===== src/sv/dcpm_pkg.sv =====
`timescale 1ns / 1ps
// Shared types, constants and helper functions for the diatonic chord pad mapper.
// No dependencies; imported by all files but the two channel interfaces.
package dcpm_pkg;

  localparam int REG_INDEX_W = 3;
  localparam int CFG_DATA_W  = 4;

  localparam logic [REG_INDEX_W-1:0] REG_ROOT_KEY        = 3'd0;
  localparam logic [REG_INDEX_W-1:0] REG_SCALE_MODE      = 3'd1;
  localparam logic [REG_INDEX_W-1:0] REG_SECOND_INTERVAL = 3'd2;
  localparam logic [REG_INDEX_W-1:0] REG_THIRD_INTERVAL  = 3'd3;
  localparam logic [REG_INDEX_W-1:0] REG_START_OCTAVE    = 3'd4;

  localparam logic [3:0] STATUS_NOTE_ON = 4'h9;
  localparam logic [3:0] STATUS_CC      = 4'hB;
  localparam logic [6:0] PAD_LOW        = 7'd68;
  localparam logic [6:0] PAD_HIGH       = 7'd99;
  localparam logic [6:0] CC_OCT_UP      = 7'd55;
  localparam logic [6:0] CC_OCT_DOWN    = 7'd54;
  localparam logic [3:0] ROOT_MAX       = 4'd11;

  localparam logic signed [9:0] MIDDLE_NOTE = 10'sd60;
  localparam logic signed [9:0] SEMIS_OCT   = 10'sd12;
  localparam logic signed [9:0] NOTE_MAX    = 10'sd127;
  localparam logic signed [3:0] OCT_MIN     = -4'sd5;
  localparam logic signed [3:0] OCT_MAX     = 4'sd5;

  localparam logic [3:0] MAJOR_STEPS [7] = '{4'd0, 4'd2, 4'd4, 4'd5, 4'd7, 4'd9, 4'd11};
  localparam logic [3:0] MINOR_STEPS [7] = '{4'd0, 4'd2, 4'd3, 4'd5, 4'd7, 4'd8, 4'd10};

  typedef enum logic [1:0] {
    SCALE_MAJOR     = 2'd0,
    SCALE_MINOR     = 2'd1,
    SCALE_CHROMATIC = 2'd2
  } scale_t;

  typedef enum logic [1:0] {
    KIND_IGNORED = 2'd0,
    KIND_NOTE    = 2'd1,
    KIND_OCTAVE  = 2'd2
  } kind_t;

  typedef struct packed {
    logic [3:0]        root_key;
    scale_t            scale_mode;
    logic [3:0]        second_interval;
    logic [3:0]        third_interval;
    logic              oct_load;
    logic signed [3:0] oct_value;
  } cfg_t;

  typedef struct packed {
    logic       op;
    logic [7:0] status_byte;
    logic [6:0] key_or_control;
    logic [6:0] velocity_or_value;
    logic [3:0] midi_channel;
  } midi_item_t;

  typedef struct packed {
    kind_t             kind;
    logic [6:0]        note_number;
    logic [6:0]        note_velocity;
    logic [3:0]        out_channel;
    logic signed [3:0] octave_now;
    logic              last;
  } result_t;

  typedef struct packed {
    result_t [2:0] res;
    logic [1:0]    cnt;
  } run_t;

  // Pad numbers run 0..31, so the quotient by seven is at most four.
  function automatic logic [2:0] pad_div7(input logic [4:0] pad);
    logic [2:0] q;
    if (pad >= 5'd28) begin
      q = 3'd4;
    end else if (pad >= 5'd21) begin
      q = 3'd3;
    end else if (pad >= 5'd14) begin
      q = 3'd2;
    end else if (pad >= 5'd7) begin
      q = 3'd1;
    end else begin
      q = 3'd0;
    end
    return q;
  endfunction

  // Scale indexes run 0..21, so the quotient by seven is at most three.
  function automatic logic [5:0] degree_semis(input scale_t mode, input logic [4:0] idx);
    logic [1:0] q;
    logic [2:0] rem;
    logic [5:0] step;
    if (idx >= 5'd21) begin
      q = 2'd3;
      rem = 3'(idx - 5'd21);
    end else if (idx >= 5'd14) begin
      q = 2'd2;
      rem = 3'(idx - 5'd14);
    end else if (idx >= 5'd7) begin
      q = 2'd1;
      rem = 3'(idx - 5'd7);
    end else begin
      q = 2'd0;
      rem = idx[2:0];
    end
    case (mode)
      SCALE_MAJOR: begin
        step = ({4'd0, q} * 6'd12) + {2'd0, MAJOR_STEPS[rem]};
      end
      SCALE_MINOR: begin
        step = ({4'd0, q} * 6'd12) + {2'd0, MINOR_STEPS[rem]};
      end
      default: begin
        step = {1'b0, idx};
      end
    endcase
    return step;
  endfunction

  function automatic logic [6:0] clamp_note(input logic signed [9:0] v);
    logic [6:0] n;
    if (v < 10'sd0) begin
      n = 7'd0;
    end else if (v > NOTE_MAX) begin
      n = 7'd127;
    end else begin
      n = v[6:0];
    end
    return n;
  endfunction

endpackage


===== src/sv/dcpm_in_if.sv =====
`timescale 1ns / 1ps
// Valid/ready channel carrying one MIDI event per beat into the chord pad mapper.
// Standalone; no package dependencies.
interface dcpm_in_if;
  logic       valid;
  logic       ready;
  logic       op;
  logic [7:0] status_byte;
  logic [6:0] key_or_control;
  logic [6:0] velocity_or_value;
  logic [3:0] midi_channel;

  modport source (
    output valid, op, status_byte, key_or_control, velocity_or_value, midi_channel,
    input  ready
  );

  modport sink (
    input  valid, op, status_byte, key_or_control, velocity_or_value, midi_channel,
    output ready
  );
endinterface


===== src/sv/dcpm_out_if.sv =====
`timescale 1ns / 1ps
// Valid/ready channel carrying one result per beat out of the chord pad mapper.
// Standalone; no package dependencies.
interface dcpm_out_if;
  logic              valid;
  logic              ready;
  logic [1:0]        kind;
  logic [6:0]        note_number;
  logic [6:0]        note_velocity;
  logic [3:0]        out_channel;
  logic signed [3:0] octave_now;
  logic              last;

  modport source (
    output valid, kind, note_number, note_velocity, out_channel, octave_now, last,
    input  ready
  );

  modport sink (
    input  valid, kind, note_number, note_velocity, out_channel, octave_now, last,
    output ready
  );
endinterface


===== src/sv/diatonic_chord_pad_mapper_top.sv =====
// A pad note-on is turned into a three-note diatonic triad and any other event into a
// single beat; a pad event takes three output beats, one per cycle while the output keeps
// up, and every other event one beat. Single-beat events are accepted one per cycle while
// the output keeps up. An event waits in the input register and its results in the run
// buffer ahead of the single output register; the run buffer keeps the next event in the
// input register until the last result of the current run is loaded. Configuration is
// taken at any write-enable cycle and should only be written while no event is in flight.
`timescale 1ns / 1ps
// Top level of the diatonic chord pad mapper: configuration, mapping and output stages.
// Depends on dcpm_pkg, dcpm_in_if, dcpm_out_if, dcpm_cfg, dcpm_map and dcpm_emit.
module diatonic_chord_pad_mapper_top (
  input  logic                             clk,
  input  logic                             rst,
  dcpm_in_if.sink                          midi,
  dcpm_out_if.source                       chord,
  input  logic                             wr_en,
  input  logic [dcpm_pkg::REG_INDEX_W-1:0] wr_index,
  input  logic [dcpm_pkg::CFG_DATA_W-1:0]  wr_data
);
  import dcpm_pkg::*;

  cfg_t cfg;
  run_t run;
  logic run_valid;
  logic run_ready;

  dcpm_cfg u_cfg (
    .clk      (clk),
    .rst      (rst),
    .wr_en    (wr_en),
    .wr_index (wr_index),
    .wr_data  (wr_data),
    .cfg      (cfg)
  );

  dcpm_map u_map (
    .clk       (clk),
    .rst       (rst),
    .midi      (midi),
    .cfg       (cfg),
    .run       (run),
    .run_valid (run_valid),
    .run_ready (run_ready)
  );

  dcpm_emit u_emit (
    .clk       (clk),
    .rst       (rst),
    .run       (run),
    .run_valid (run_valid),
    .run_ready (run_ready),
    .chord     (chord)
  );

endmodule


===== src/sv/dcpm_cfg.sv =====
`timescale 1ns / 1ps
// Chord pad mapper configuration registers; root, mode and octave writes saturate.
// Depends on dcpm_pkg.
module dcpm_cfg (
  input  logic                               clk,
  input  logic                               rst,
  input  logic                               wr_en,
  input  logic [dcpm_pkg::REG_INDEX_W-1:0]   wr_index,
  input  logic [dcpm_pkg::CFG_DATA_W-1:0]    wr_data,
  output dcpm_pkg::cfg_t                     cfg
);
  import dcpm_pkg::*;

  logic [3:0]        root_key;
  scale_t            scale_mode;
  logic [3:0]        second_interval;
  logic [3:0]        third_interval;
  logic signed [3:0] wr_signed;
  logic signed [3:0] oct_sat;

  assign wr_signed = signed'(wr_data);

  always_comb begin
    if (wr_signed > OCT_MAX) begin
      oct_sat = OCT_MAX;
    end else if (wr_signed < OCT_MIN) begin
      oct_sat = OCT_MIN;
    end else begin
      oct_sat = wr_signed;
    end
  end

  always_ff @(posedge clk) begin
    if (rst) begin
      root_key        <= 4'd0;
      scale_mode      <= SCALE_MAJOR;
      second_interval <= 4'd2;
      third_interval  <= 4'd4;
    end else if (wr_en) begin
      case (wr_index)
        REG_ROOT_KEY: begin
          root_key <= (wr_data > ROOT_MAX) ? ROOT_MAX : wr_data;
        end
        REG_SCALE_MODE: begin
          scale_mode <= (wr_data[1:0] == SCALE_CHROMATIC || wr_data[1:0] == 2'd3) ?
                        SCALE_CHROMATIC : scale_t'(wr_data[1:0]);
        end
        REG_SECOND_INTERVAL: begin
          second_interval <= wr_data;
        end
        REG_THIRD_INTERVAL: begin
          third_interval <= wr_data;
        end
        default: begin
        end
      endcase
    end
  end

  always_comb begin
    cfg.root_key        = root_key;
    cfg.scale_mode      = scale_mode;
    cfg.second_interval = second_interval;
    cfg.third_interval  = third_interval;
    cfg.oct_load        = wr_en && (wr_index == REG_START_OCTAVE);
    cfg.oct_value       = oct_sat;
  end

endmodule


===== src/sv/dcpm_map.sv =====
`timescale 1ns / 1ps
// Input register, event decode, chord note computation and the kept octave.
// Depends on dcpm_pkg, dcpm_in_if and the cfg_t bundle from dcpm_cfg.
module dcpm_map (
  input  logic           clk,
  input  logic           rst,
  dcpm_in_if.sink        midi,
  input  dcpm_pkg::cfg_t cfg,
  output dcpm_pkg::run_t run,
  output logic           run_valid,
  input  logic           run_ready
);
  import dcpm_pkg::*;

  midi_item_t        item;
  logic              item_v;
  logic              accept;
  logic              advance;
  logic              is_pad;
  logic              is_btn;
  logic [4:0]        pad;
  logic [2:0]        pad_oct;
  logic [2:0]        degree;
  logic signed [9:0] oct_w;
  logic signed [9:0] base;
  logic [2:0][4:0]   idx;
  logic [2:0][6:0]   note;
  logic signed [3:0] octave_shift;
  logic signed [3:0] octave_step;

  assign accept    = midi.valid && midi.ready;
  assign advance   = item_v && run_ready;
  assign midi.ready = !item_v || run_ready;
  assign run_valid = item_v;

  always_ff @(posedge clk) begin
    if (rst) begin
      item_v <= 1'b0;
    end else if (accept) begin
      item_v <= 1'b1;
    end else if (advance) begin
      item_v <= 1'b0;
    end
  end

  always_ff @(posedge clk) begin
    if (accept) begin
      item.op                <= midi.op;
      item.status_byte       <= midi.status_byte;
      item.key_or_control    <= midi.key_or_control;
      item.velocity_or_value <= midi.velocity_or_value;
      item.midi_channel      <= midi.midi_channel;
    end
  end

  assign is_pad = !item.op && (item.status_byte[7:4] == STATUS_NOTE_ON) &&
                  (item.velocity_or_value != 7'd0) &&
                  (item.key_or_control >= PAD_LOW) && (item.key_or_control <= PAD_HIGH);
  assign is_btn = item.op && (item.status_byte[7:4] == STATUS_CC) &&
                  (item.velocity_or_value != 7'd0) &&
                  (item.key_or_control == CC_OCT_UP || item.key_or_control == CC_OCT_DOWN);

  assign pad     = 5'(item.key_or_control - PAD_LOW);
  assign pad_oct = pad_div7(pad);
  assign degree  = 3'(pad - 5'({2'd0, pad_oct} * 3'd7));
  assign oct_w   = 10'(octave_shift);
  assign base    = MIDDLE_NOTE + oct_w * SEMIS_OCT + $signed({6'd0, cfg.root_key}) +
                   $signed({7'd0, pad_oct}) * SEMIS_OCT;

  assign idx[0] = {2'd0, degree};
  assign idx[1] = {2'd0, degree} + {1'b0, cfg.second_interval};
  assign idx[2] = {2'd0, degree} + {1'b0, cfg.third_interval};

  always_comb begin
    for (int i = 0; i < 3; i++) begin
      note[i] = clamp_note(base + $signed({4'd0, degree_semis(cfg.scale_mode, idx[i])}));
    end
  end

  always_comb begin
    if (item.key_or_control == CC_OCT_UP) begin
      octave_step = (octave_shift >= OCT_MAX) ? OCT_MAX : octave_shift + 4'sd1;
    end else begin
      octave_step = (octave_shift <= OCT_MIN) ? OCT_MIN : octave_shift - 4'sd1;
    end
  end

  always_ff @(posedge clk) begin
    if (rst) begin
      octave_shift <= 4'sd0;
    end else if (cfg.oct_load) begin
      octave_shift <= cfg.oct_value;
    end else if (advance && is_btn) begin
      octave_shift <= octave_step;
    end
  end

  always_comb begin
    run = '0;
    run.cnt = 2'd1;
    run.res[0].kind = KIND_IGNORED;
    run.res[0].octave_now = octave_shift;
    run.res[0].last = 1'b1;
    if (is_pad) begin
      run.cnt = 2'd3;
      for (int i = 0; i < 3; i++) begin
        run.res[i].kind          = KIND_NOTE;
        run.res[i].note_number   = note[i];
        run.res[i].note_velocity = item.velocity_or_value;
        run.res[i].out_channel   = item.midi_channel;
        run.res[i].octave_now    = octave_shift;
        run.res[i].last          = (i == 2);
      end
    end else if (is_btn) begin
      run.res[0].kind       = KIND_OCTAVE;
      run.res[0].octave_now = octave_step;
    end
  end

  kept_octave_in_range: assert property (@(posedge clk) disable iff (rst)
    octave_shift >= OCT_MIN && octave_shift <= OCT_MAX)
    else $error("Kept octave left its saturation range.");

  octave_load_applies: assert property (@(posedge clk) disable iff (rst)
    cfg.oct_load |=> octave_shift == $past(cfg.oct_value))
    else $error("Start octave write was not loaded into the kept octave.");

endmodule


===== src/sv/dcpm_emit.sv =====
`timescale 1ns / 1ps
// Run buffer that holds the results of one event and plays them out, one per beat,
// through the output register. Depends on dcpm_pkg and dcpm_out_if.
module dcpm_emit (
  input  logic           clk,
  input  logic           rst,
  input  dcpm_pkg::run_t run,
  input  logic           run_valid,
  output logic           run_ready,
  dcpm_out_if.source     chord
);
  import dcpm_pkg::*;

  result_t [2:0] run_res;
  logic [1:0]    run_cnt;
  logic [1:0]    run_idx;
  logic          run_v;
  logic          load_out;
  logic          run_done;
  logic          take;
  logic          out_v;
  result_t       out_res;

  assign load_out  = run_v && (!out_v || chord.ready);
  assign run_done  = load_out && (run_idx == run_cnt - 2'd1);
  assign run_ready = !run_v || run_done;
  assign take      = run_valid && run_ready;

  always_ff @(posedge clk) begin
    if (rst) begin
      run_v   <= 1'b0;
      run_idx <= 2'd0;
    end else if (take) begin
      run_v   <= 1'b1;
      run_idx <= 2'd0;
    end else if (run_done) begin
      run_v <= 1'b0;
    end else if (load_out) begin
      run_idx <= run_idx + 2'd1;
    end
  end

  always_ff @(posedge clk) begin
    if (take) begin
      run_res <= run.res;
      run_cnt <= run.cnt;
    end
  end

  always_ff @(posedge clk) begin
    if (rst) begin
      out_v <= 1'b0;
    end else if (load_out) begin
      out_v <= 1'b1;
    end else if (chord.ready) begin
      out_v <= 1'b0;
    end
  end

  always_ff @(posedge clk) begin
    if (load_out) begin
      out_res <= run_res[run_idx];
    end
  end

  assign chord.valid         = out_v;
  assign chord.kind          = out_res.kind;
  assign chord.note_number   = out_res.note_number;
  assign chord.note_velocity = out_res.note_velocity;
  assign chord.out_channel   = out_res.out_channel;
  assign chord.octave_now    = out_res.octave_now;
  assign chord.last          = out_res.last;

  run_index_bounded: assert property (@(posedge clk) disable iff (rst)
    run_v |-> run_idx < run_cnt)
    else $error("Run index passed the number of results held.");

  run_count_legal: assert property (@(posedge clk) disable iff (rst)
    run_v |-> (run_cnt == 2'd1 || run_cnt == 2'd3))
    else $error("Run holds a result count other than one or three.");

  run_ends_on_last: assert property (@(posedge clk) disable iff (rst)
    run_done |-> run_res[run_idx].last)
    else $error("Run finished on a result without the last mark.");

endmodule


===== src/flat_wrapper.sv =====
// flat-port wrapper written by rule: the top's interface ports become plain ports
module diatonic_chord_pad_mapper_top_flat import dcpm_pkg::*;
  (clk, rst, wr_en, wr_index, wr_data, midi_valid, midi_op, midi_status_byte, midi_key_or_control, midi_velocity_or_value, midi_midi_channel, midi_ready, chord_valid, chord_kind, chord_note_number, chord_note_velocity, chord_out_channel, chord_octave_now, chord_last, chord_ready);
  dcpm_in_if midi_i ();
  dcpm_out_if chord_i ();
  input  logic clk;
  input  logic rst;
  input  logic wr_en;
  input  logic [dcpm_pkg::REG_INDEX_W-1:0] wr_index;
  input  logic [dcpm_pkg::CFG_DATA_W-1:0] wr_data;
  input wire logic [$bits(midi_i.valid)-1:0] midi_valid;
  input wire logic [$bits(midi_i.op)-1:0] midi_op;
  input wire logic [$bits(midi_i.status_byte)-1:0] midi_status_byte;
  input wire logic [$bits(midi_i.key_or_control)-1:0] midi_key_or_control;
  input wire logic [$bits(midi_i.velocity_or_value)-1:0] midi_velocity_or_value;
  input wire logic [$bits(midi_i.midi_channel)-1:0] midi_midi_channel;
  output wire logic [$bits(midi_i.ready)-1:0] midi_ready;
  output wire logic [$bits(chord_i.valid)-1:0] chord_valid;
  output wire logic [$bits(chord_i.kind)-1:0] chord_kind;
  output wire logic [$bits(chord_i.note_number)-1:0] chord_note_number;
  output wire logic [$bits(chord_i.note_velocity)-1:0] chord_note_velocity;
  output wire logic [$bits(chord_i.out_channel)-1:0] chord_out_channel;
  output wire logic [$bits(chord_i.octave_now)-1:0] chord_octave_now;
  output wire logic [$bits(chord_i.last)-1:0] chord_last;
  input wire logic [$bits(chord_i.ready)-1:0] chord_ready;
  assign midi_i.valid = midi_valid;
  assign midi_i.op = midi_op;
  assign midi_i.status_byte = midi_status_byte;
  assign midi_i.key_or_control = midi_key_or_control;
  assign midi_i.velocity_or_value = midi_velocity_or_value;
  assign midi_i.midi_channel = midi_midi_channel;
  assign midi_ready = midi_i.ready;
  assign chord_valid = chord_i.valid;
  assign chord_kind = chord_i.kind;
  assign chord_note_number = chord_i.note_number;
  assign chord_note_velocity = chord_i.note_velocity;
  assign chord_out_channel = chord_i.out_channel;
  assign chord_octave_now = chord_i.octave_now;
  assign chord_last = chord_i.last;
  assign chord_i.ready = chord_ready;
  diatonic_chord_pad_mapper_top u_core (.clk(clk), .rst(rst), .midi(midi_i), .chord(chord_i), .wr_en(wr_en), .wr_index(wr_index), .wr_data(wr_data));
endmodule

===== config.mk =====
export PLATFORM = sky130hd
export DESIGN_NAME = diatonic_chord_pad_mapper_top_flat
export DESIGN_NICKNAME = d
export VERILOG_FILES = /design/src/sv/dcpm_pkg.sv /design/src/sv/dcpm_in_if.sv /design/src/sv/dcpm_out_if.sv /design/src/sv/diatonic_chord_pad_mapper_top.sv /design/src/sv/dcpm_cfg.sv /design/src/sv/dcpm_map.sv /design/src/sv/dcpm_emit.sv /design/src/flat_wrapper.sv
export SDC_FILE = /design/constraint.sdc
export NUM_CORES = 1
export LEC_CHECK = 0
export ABC_CLOCK_PERIOD_IN_PS = 9100
export BUFFER_PORTS_ARGS = -buffer_cell sky130_fd_sc_hd__clkbuf_2
export CAP_MARGIN = 20
export CORE_UTILIZATION = 35
export DETAILED_ROUTE_END_ITERATION = 6
export SLEW_MARGIN = 20
export SYNTH_ARGS = -nofsm -noshare
export SYNTH_HDL_FRONTEND = slang
export SYNTH_SLANG_ARGS = --single-unit
export TNS_END_PERCENT = 20

===== constraint.sdc =====
create_clock -name clk -period 9.1 [get_ports clk]
set_clock_uncertainty 0.15 [all_clocks]
set_input_delay 0.91 -clock clk [delete_from_list [all_inputs] [get_ports clk]]
set_output_delay 0.91 -clock clk [all_outputs]
set_load 0.02 [all_outputs]

==> out/metrics.yaml, run 1 <==
required_ns: 9.09
hold_path_class: "reg -> reg"
wire_per_inst_um: 14.1
worstRegToRegCells: 35
grt_max_degree: 48
crit_start: "u_core.u_map.item[14]"
power_leakage_nw: 3.94
critPathMaxStageDelay_ns: 0.55
finalSetupViolCount: 0
die_y_um: 155
netlist.area_leader.share: 0.336
grt_busiest_layer: "met2"
ctsLongestPathBuffers: 2
use_met2: 0.226
drive_gt1_frac: 0.153
synthDistinctLibCells: 77
period_needed_ns: 8.35
fill_cells: 2272
syn_area_um2: 8230
synth_cells: 825
setup_tns_ns: 0
synth_area_leaders: "edfxtp_1 (34%), ha_1 (13%), dfxtp_1 (5.6%)"
p_per_area_nw_per_um2: 287
clk_pin_slew_worst_paths_ns: 0.06
portBuffers: 61
h-tree-depth: 4
cp_slowest_cell: "or3_1"
drt-total-wl_mm: 17.3
max_freq_ghz: 0.120
status: "finished, final reports clean"
post-route-drc-count: 0
rows: 55
dr.pass1.iters: 4
cts_tree: "done"
grt_pass1_wl_mm: 28.5
drt-initial-drc-count: 366
arrival_ns: 8.34
antenna_found_initial: 0
syn_area_per_cell_um2: 9.97
place_hpwl_mm: 13.0
cts-root-buf: "clkbuf_16"
synthToLayoutAreaGrowth_pct: 16.6
slew_viol_final: 0
vdd_drop_max_mv: 0.149
placed_area_um2: 8970
critPathCapture: "u_core.u_emit.run_res[43]"
synth_edf_count: 92
stdcell_area_um2: 9600
fin_crit_sh: 0.917
rsz0062_at_grt: "false"
antennaDiodeCount: 0
cp_common_cell: "ha_1"
r2r-end: "u_core.u_emit.run_res[43]"
grtUsageMet3: 0.0345
ys_ff_latch: 115
finalHoldViolCount: 0
yosysTopAreaCell: "edfxtp_1"
r2r_slack_ns: 0.75
yosysSeqAreaShare: 0.392
synth-main-ff-cell: "edfxtp_1"
gp_congestion: 0.852
post-route-util: 0.420
gr-total-overflow: 0
clock_latency_ns: 0.42
totalPowerFinal_mw: 2.76
worst_pin_slew_ns: 0.970
worst_setup_path_start_kind: "register"
fin_nets: 1037
start_util: 0.360
route.antenna.remaining_nets: 0
first_global_vias: 5676
dieArea_um2: 24100
end_kind: "register"
clock_sinks: 115
met1_usage: 0.211
ys_async_sr_fraction: 0
crit_fanout: 9
r2r-start: "u_core.u_map.item[14]"
vias: 6139
die_w_um: 155
numCtsBuffers: 17
viasPerCell: 5.01
maxCapViolations: 0
holdWs_ns: 0.344
core_um2: 22800
max_slew_margin: 0.345
pin_count: 66
globalRouteTotalUtil: 0.149
synthesis.nets: 962
worstSetupPathType: "reg -> reg"
ys_warn_count: 0
logic make-up (layout without fill, tap and decap cells):
group,Yosys count,count (layout),synth area share
other cells,1,1,0.000456
flops,115,115,0.392
fa+ha+maj,99,99,0.161
buf+inv,94,182,0.0433
simple gates,234,234,0.147
mux,36,36,0.0450
compound gates,214,214,0.173
xor+xnor,32,32,0.0382
registers in the layout (all words and copies together) (netlist names), 2 cells and up:
signal and cells:
u_core.u_emit.run_idx 2, u_core.u_emit.chord.note_velocity 7, u_core.u_emit.chord.kind 2, u_core.u_cfg.scale_mode 2, u_core.u_emit.run_res 43, u_core.u_cfg.root_key 4, u_core.u_emit.chord.note_number 7, u_core.u_map.item 23
u_core.u_emit.chord.out_channel 4, u_core.u_cfg.second_interval 4, u_core.u_map.octave_shift 4, u_core.u_emit.chord.octave_now 4, u_core.u_cfg.third_interval 4
layer usage:
metal  vias up  part of all wire  wire, um
li1       3155                 -         -
met1      2866              0.50      8600
met2       106              0.45      7800
met3        12             0.040       698
met4         0             0.011       196
met5         -                 0         0
layout by cell type (no fill, tap or decap), types with 6 or more instances in the layout:
master      n
a211oi_1   11
a21o_1     16
a21oi_1    61
a31oi_1     7
and2_1     29
and3_1      7
buf_4      19
clkbuf_16  17
clkbuf_2   61
dfxtp_1    23
edfxtp_1   92
fa_1       12
ha_1       86
inv_1      67
inv_6       6
mux2_2      7
mux2i_1    28
nand2_1    49
nand2b_1   12
nand3_1    10
nor2_1     59
nor2b_1    17
nor3_1     15
o211ai_1    7
o21a_1     10
o21ai_0    39
o21ai_1     6
o22ai_1     6
xnor2_1    17
xor2_1     11
where the power goes:
part           switching (mW)  internal, mW  total [mW]
combinational           0.858         0.641        1.50
clock                   0.270         0.388       0.657
sequential             0.0115         0.591       0.602
total                    1.14          1.62        2.76
Yosys cell counts, types with 18 or more instances:
| master | n |
|---|---|
| and2_1 | 29 |
| nor2_1 | 60 |
| clkbuf_1 | 21 |
| ha_1 | 86 |
| nor2b_1 | 18 |
| nand2_1 | 49 |
| edfxtp_1 | 92 |
| xnor2_1 | 18 |
| inv_1 | 67 |
| mux2i_1 | 28 |
| a21oi_1 | 62 |
| dfxtp_1 | 23 |
| o21ai_0 | 39 |
worst min path at each step:
stage	start	end	slack, ns	cells past startpoint
5_1_grt	u_core.u_cfg.third_interval[2]	u_core.u_cfg.third_interval[2]	0.39	2
4_1_cts	u_core.u_cfg.third_interval[2]	u_core.u_cfg.third_interval[2]	0.35	2
6_report	u_core.u_cfg.third_interval[2]	u_core.u_cfg.third_interval[2]	0.34	2
2_1_floorplan	u_core.u_cfg.third_interval[2]	u_core.u_cfg.third_interval[2]	0.30	2
3_5_place_dp	u_core.u_cfg.third_interval[2]	u_core.u_cfg.third_interval[2]	0.33	2
3_3_place_gp	u_core.u_cfg.third_interval[2]	u_core.u_cfg.third_interval[2]	0.31	2
critical path, delay by kind of cell (launching register included):
kind,cells,cell delay (ns)
AND/OR/NAND/NOR,4,1.01
flip-flops,1,0.42
XOR/XNOR,5,1.05
buffers and inverters,4,0.56
adder cells (fa/ha/maj),9,2.61
AO/OA/AOI/OAI,13,2.25
layout make-up:
class / count / area, um2 / area share
clock inverter: 15 / 164 / 0.0171
multi-input combinational: 616 / 4680 / 0.488
timing repair buffer: 80 / 448 / 0.0467
tap: 313 / 392 / 0.0408
sequential: 115 / 3220 / 0.336
clock buffer: 17 / 425 / 0.0443
inverter: 70 / 263 / 0.0274
timing repair:
item | in CTS | in global routing
gates resized for setup | 0 | 2
setup buffers | 0 | 3
hold buffers | 0 | 0
endpoints found under the setup margin | 0 | 14
stage by stage:
step	setup WS, ns	std cells
after detailed placement	0.434	1191
after CTS	0.351	1223
after global routing	0.0708	1226
after global placement	0.561	1191
final	0.754	1226
after floorplan	1.35	825
(Power assumes the default switching activity.)
==> inputs of run 2 (changes only) <==
--- a/config.mk
+++ b/config.mk
@@ -5,6 +5,7 @@
 export SDC_FILE = /design/constraint.sdc
 export NUM_CORES = 1
 export LEC_CHECK = 0
+export ABC_AREA = 1
 export ABC_CLOCK_PERIOD_IN_PS = 9100
 export BUFFER_PORTS_ARGS = -buffer_cell sky130_fd_sc_hd__clkbuf_2
 export CAP_MARGIN = 20
==> run 2 against run 1 <==
Effect of this change:
- count of clock-buffer cells in the layout rose by 3
- critical path depth rose by 7
- setup slack improved by 0.85 ns
- highest routed layer unchanged
==> out/metrics.yaml, run 2 <==
seqCellArea_um2: 3220  # unchanged
slew_viol_final: 0  # unchanged
finalSetupViolCount: 0  # unchanged
arrival_ns: 7.50  # -0.84 ns
synthMuxAreaShare: 0.00124  # -0.0438
rsz0062_at_grt: "false"
layout_commonest_cell: "nand2_1"
drive_gt1_frac: 0.121  # -0.0320
ys_async_sr_fraction: 0  # unchanged
cts_setup_buffers: 0  # unchanged
synth_top_family_by_area: "simple AND/OR/NAND/NOR gates"
multi_input_area_um2: 4170  # -11%
critPathMaxStageDelay_ns: 0.76  # +0.21 ns
yosysTopAreaCell: "edfxtp_1"
vdd_drop_max_mv: 0.155  # +4.5%
hold_path_class: "reg -> reg"
drt-total-wl_mm: 16.3  # -5.5%
wire_per_inst_um: 12.2  # -14%
gr-total-overflow: 0  # unchanged
worstSetupPathType: "reg -> reg"
grt_max_degree: 46  # -4.2%
clockPowerShare: 0.230  # -0.008
stdcell_area_um2: 9290  # -3.2%
ys_ff_latch: 115  # unchanged
dr.pass1.iters: 5  # +1
synth_area_leaders: "edfxtp_1 (34%), ha_1 (13%), nand2_1 (8.8%)"
p_comb_frac: 0.553  # +0.010
numCtsBuffers: 17  # unchanged
crit_fanout: 6  # -3
antenna_found_initial: 0  # unchanged
synthesis.nets: 1109  # +15%
synth-simple-area-share: 0.213  # +0.0658
h-tree-depth: 4  # unchanged
sequentialPowerShare: 0.217  # about the same
synth_cells: 972  # +18%
netlist_top_cells_count: "nand2_1 (190), inv_1 (166), edfxtp_1 (92)"
p_per_area_nw_per_um2: 299  # +4.2%
yosysSeqAreaShare: 0.399  # +0.00740
cts-root-buf: "clkbuf_16"
setup_tns_ns: 0  # unchanged
route.antenna.remaining_nets: 0  # unchanged
vias: 6252  # +1.8%
ys_warn_count: 0  # unchanged
status: "finished, final reports clean"
hold_buffers: 0  # unchanged
max_slew_margin: 0.397  # +0.0519
antennaDiodeCount: 0  # unchanged
post-route-util: 0.410  # -0.00993
dieArea_um2: 23700  # -1.8%
core_um2: 22600  # -0.90%
reg.largest.list: "u_core.u_emit.run_res x43, u_core.u_map.item x23"
synth_most_common_cell: "nand2_1"
required_ns: 9.11  # +0.02 ns
synth-xor-area-share: 0.0376  # -0.000518
max_freq_ghz: 0.133  # +11%
final_cell_mix: "nand2_1 (190), inv_1 (166), edfxtp_1 (92)"
first_global_vias: 5765  # +1.6%
synth_compound_area_frac: 0.0991  # -0.0737
pin_count: 66  # unchanged
synth_edf_count: 92  # unchanged
rows: 55  # unchanged
synthDistinctLibCells: 39  # -49%
synth-main-ff-cell: "edfxtp_1"
holdWs_ns: 0.344  # +0.000370 ns
syn_area_um2: 8080  # -1.9%
gp_congestion: 0.843  # -1.0%
cts_resized: 0  # unchanged
placed_area_um2: 8720  # -2.8%
maxCapViolations: 0  # unchanged
clk_pin_slew_worst_paths_ns: 0.05  # about the same
largest_reg_flops: 43  # unchanged
period_needed_ns: 7.50  # -0.849 ns
grt_pass1_wl_mm: 27.6  # -3.0%
globalRouteTotalUtil: 0.146  # -0.00310
syn_area_per_cell_um2: 8.31  # -17%
portBuffers: 61  # unchanged
drt-initial-drc-count: 398  # +8.7%
worst_pin_slew_ns: 0.904  # -0.0657 ns
fin_crit_sh: 0.824  # -0.0933
power_leakage_nw: 4.45  # +13%
synth-adder-area-share: 0.163  # +0.00181
post-route-drc-count: 0  # unchanged
die_y_um: 154  # -0.92%
top_register: "u_core.u_emit.run_res"
viasPerCell: 4.67  # -6.8%
netlist.area_leader.share: 0.342  # +0.00635
worst_setup_path_start_kind: "register"
end_kind: "register"
place_hpwl_mm: 12.9  # -0.75%
fill_cells: 2292  # +0.88%
cp_slowest_cell: "fa_1"
synthToLayoutAreaGrowth_pct: 15.0
cts_tree: "done"
fin_nets: 1179  # +14%
finalHoldViolCount: 0  # unchanged
cp_common_cell: "nand2_1"
die_w_um: 154  # -0.92%
swShare: 0.437  # +0.0240
clock_latency_ns: 0.41  # about the same
internal_power_mw: 1.57  # -3.4%
ctsLongestPathBuffers: 2  # unchanged
clock_sinks: 115  # unchanged
p_switching_mw: 1.22  # +6.6%
start_util: 0.357  # -0.00346
[run 2: stage by stage]
stage                     instances  power [mW]  worst slack, ns
after detailed placement       1308        2.13             1.56
after global placement         1308        2.13             1.63
after CTS                      1340        2.79             1.53
after floorplan                 972        1.82             2.49
after global routing           1340        3.04            0.625
final                          1340        2.78             1.60
[run 2: layer usage]
metal | wire (um) | track usage
met1 | 8340 | 0.208
met2 | 7290 | 0.225
met3 | 549 | 0.0259
met4 | 171 | 0.0429
met5 | 0 | 0
[run 2: cell families after synthesis]
group           Yosys count
compound gates          149
xor+xnor                 33
fa+ha+maj                98
buf+inv                 184
flops                   115
mux                       1
other cells               1
simple gates            391
[run 2: final cells by class]
class | instances | area share
Tap cell | 285 | 0.0384
Clock inverter | 12 | 0.0143
Sequential cell | 115 | 0.347
Clock buffer | 20 | 0.0470
Inverter | 172 | 0.0698
Multi-Input combinational cell | 673 | 0.449
Timing Repair Buffer | 63 | 0.0345
[run 2: power by group through the flow]
| stage | combinational (mW) | sequential (mW) | clock [mW] |
|---|---|---|---|
| 6_report | 1.54 | 0.604 | 0.640 |
| 5_1_grt | 1.76 | 0.606 | 0.671 |
| 4_1_cts | 1.53 | 0.604 | 0.653 |
| 3_5_place_dp | 1.52 | 0.615 | 0 |
| 3_3_place_gp | 1.51 | 0.614 | 0 |
| 2_1_floorplan | 1.20 | 0.618 | 0 |
[run 2: path summary, 6_finish.rpt]
check	startpoint	end	slack, ns	cells after the start
worst min-delay path	u_core.u_emit.run_v	u_core.u_emit.chord.valid	0.34	2
worst max register to register	u_core.u_map.item[13]	u_core.u_emit.run_res[47]	1.60	42
worst max-delay path	u_core.u_map.item[13]	u_core.u_emit.run_res[47]	1.60	42
worst min register to register	u_core.u_emit.run_v	u_core.u_emit.chord.valid	0.34	2
[run 2: worst max-delay path, delay by kind of cell, from the launching register on]
| family | cells | cell delay, ns |
|---|---|---|
| adders and majority gates | 8 | 3.05 |
| and+or+nand+nor | 22 | 1.86 |
| AOI/OAI and AO/OA | 5 | 0.80 |
| buffers and inverters | 5 | 0.57 |
| DFF | 1 | 0.47 |
| xor gates and xnor gates | 2 | 0.33 |
==> inputs of run 3 (changes only) <==
--- a/config.mk
+++ b/config.mk
@@ -5,8 +5,8 @@
 export SDC_FILE = /design/constraint.sdc
 export NUM_CORES = 1
 export LEC_CHECK = 0
-export ABC_AREA = 1
-export ABC_CLOCK_PERIOD_IN_PS = 9100
+export ABC_AREA = 0
+export ABC_CLOCK_PERIOD_IN_PS = 6900
 export BUFFER_PORTS_ARGS = -buffer_cell sky130_fd_sc_hd__clkbuf_2
 export CAP_MARGIN = 20
 export CORE_UTILIZATION = 35
==> constraint.sdc (replaced) <==
create_clock -name clk -period 6.9 [get_ports clk]
set_clock_uncertainty 0.15 [all_clocks]
set_input_delay 0.69 -clock clk [delete_from_list [all_inputs] [get_ports clk]]
set_output_delay 0.69 -clock clk [all_outputs]
set_load 0.02 [all_outputs]
==> run 3 against run 2 <==
Effect of this change:
- the flow now finishes with violations (negative setup slack)
- fmax is 4.1% higher
- worst hold slack lost 0.051 ns
- die area grew 1.9%
- total power up 61%
- sequential share of layout area is 4.7 points lower
- critical endpoint is now u_core.u_emit.run_res[67]
==> out/metrics.yaml, run 3 (synthesized netlist as in run 1, its figures left out) <==
slew_viol_final: 0  # unchanged
met2WireLength_mm: 9.09  # +25%
ctsLongestPathBuffers: 2  # unchanged
gr-total-overflow: 0  # unchanged
end_kind: "register"
worst_setup_path_start_kind: "register"
drt-total-wl_mm: 18.7  # +14%
p_per_area_nw_per_um2: 417  # +39%
layout_setup_ws_ns: -0.303  # -1.91 ns
rows: 55  # unchanged
wl_met3_um: 658  # +20%
period_needed_ns: 7.20  # -0.294 ns
cts_tree: "done"
worst_pin_slew_ns: 0.997  # +0.0934 ns
first_global_vias: 6313  # +9.5%
status: "finished, violations left"
die_w_um: 155  # +0.93%
globalRouteTotalUtil: 0.161  # +0.0152
max_slew_margin: 0.330  # -0.0667
core_um2: 22800  # +0.91%
start_util: 0.360  # +0.00346
largest_reg_flops: 43  # unchanged
finalSetupViolCount: 14  # +14
violations: "negative setup slack"
clk_pin_slew_worst_paths_ns: 0.06  # about the same
required_ns: 6.92  # -2.19 ns
clock_sinks: 115  # unchanged
highest_layer: "met4"
vias: 6529  # +4.4%
grt_max_degree: 48  # +4.3%
dr.pass1.iters: 6  # +1
place_hpwl_mm: 14.2  # +10%
finalHoldViolCount: 0  # unchanged
top_register: "u_core.u_emit.run_res"
die_y_um: 155  # +0.93%
hold_path_class: "in -> reg"
fill_cells: 2191  # -4.4%
antenna_found_initial: 0  # unchanged
critPathMaxStageDelay_ns: 0.40  # -0.36 ns
r2r_slack_ns: -0.30  # -1.91 ns
fin_crit_sh: 1.04  # +0.220
maxCapViolations: 0  # unchanged
crit_family: "compound AO/OA/AOI/OAI gates"
rsz0062_at_grt: "true"
wl_met1_mm: 8.75  # +5.0%
reg.largest.list: "u_core.u_emit.run_res x43, u_core.u_map.item x23"
post-route-drc-count: 0  # unchanged
viasPerCell: 4.93  # +5.6%
layout_commonest_cell: "buf_4"
arrival_ns: 7.22  # -0.28 ns
power_leakage_nw: 4.47  # +0.41%
pin_count: 66  # unchanged
hold_buffers: 0  # unchanged
cts-root-buf: "clkbuf_16"
final_cell_mix: "buf_4 (112), edfxtp_1 (92), ha_1 (74)"
h-tree-depth: 4  # unchanged
clock_latency_ns: 0.42  # about the same
dieArea_um2: 24100  # +1.9%
worstSetupPathType: "reg -> reg"
antennaDiodeCount: 0  # unchanged
synthToLayoutAreaGrowth_pct: 30.6
cp_slowest_cell: "edfxtp_1"
max_freq_ghz: 0.139  # +4.1%
grt_pass1_wl_mm: 30.9  # +12%
vdd_drop_max_mv: 0.235  # +52%
portBuffers: 61  # unchanged
fin_nets: 1136  # -3.6%
route.antenna.remaining_nets: 0  # unchanged
wire_per_inst_um: 14.1  # +16%
crit_fanout: 6  # unchanged
drt-initial-drc-count: 342  # -14%
holdWs_ns: 0.293  # -0.0511 ns
gp_congestion: 0.851  # +0.90%
critPathBufInv: 4  # -1
post-route-util: 0.470  # +0.0603
drive_gt1_frac: 0.299  # +0.178
numCtsBuffers: 17  # unchanged
[run 3: changes by cell type in the layout (fill, tap and decap cells not counted), moves of 27 or more]
cell     before  now
and2_1        0   29
buf_4         2  112
inv_1       166   62
mux2i_1       1   28
nand2_1     190   49
nand3_1      55   10
nor2_1       83   56
[run 3: metrics by stage]
step / cells / cell area [um2] / TNS [ns] / worst slack (ns) / power, mW
2_1_floorplan: 825 / 8490 / -4.44 / -0.359 / 2.47
3_3_place_gp: 1278 / 9890 / -4.15 / -0.341 / 3.28
3_5_place_dp: 1278 / 9890 / -5.45 / -0.417 / 3.33
4_1_cts: 1323 / 10700 / -4.09 / -0.309 / 4.41
5_1_grt: 1325 / 10700 / -9.41 / -0.654 / 4.84
6_report: 1325 / 10700 / -3.69 / -0.303 / 4.48
[run 3: final timing paths]
check	from	endpoint	cells after the start
setup / recovery	u_core.u_map.item[13]	u_core.u_emit.run_res[67]	33
hold / removal	midi_midi_channel[3]	u_core.u_map.item[3]	1
setup reg to reg	u_core.u_map.item[13]	u_core.u_emit.run_res[67]	33
hold reg to reg	u_core.u_emit.run_v	u_core.u_emit.chord.valid	2
[run 3: cell type report]
class / instances / area, um2 / share of cell area
Clock buffer: 17 / 425 / 0.0396
Multi-Input combinational cell: 616 / 5060 / 0.471
Tap cell: 313 / 392 / 0.0364
Sequential cell: 115 / 3220 / 0.300
Timing Repair Buffer: 179 / 1220 / 0.114
Clock inverter: 15 / 161 / 0.0150
Inverter: 70 / 263 / 0.0244
[run 3: what timing repair did]
action                     in CTS  in global routing
pin swaps                      33                  9
resized for setup              29                 17
setup buffers                  13                  2
setup endpoints to repair      14                 21
[run 3: report_power, final]
group	internal (mW)	total, mW	switching (mW)
clock	0.514	0.886	0.373
combinational	1.41	2.80	1.40
sequential	0.779	0.793	0.0144
[run 3: layer usage]
layer	vias up	track usage
li1	3360	-
met1	3057	0.212
met2	96	0.270
met3	16	0.0326
met4	0	0.0425
met5	-	0
[run 3: worst reg2reg max path: cells and delay by family (launching register included)]
family | cells | cell delay [ns]
AO/OA/AOI/OAI | 12 | 2.26
adder cells (fa/ha/maj) | 8 | 2.09
AND/OR/NAND/NOR | 4 | 0.67
multiplexers | 2 | 0.49
XOR/XNOR | 3 | 0.48
flip-flops | 1 | 0.40
buffers and inverters | 4 | 0.39
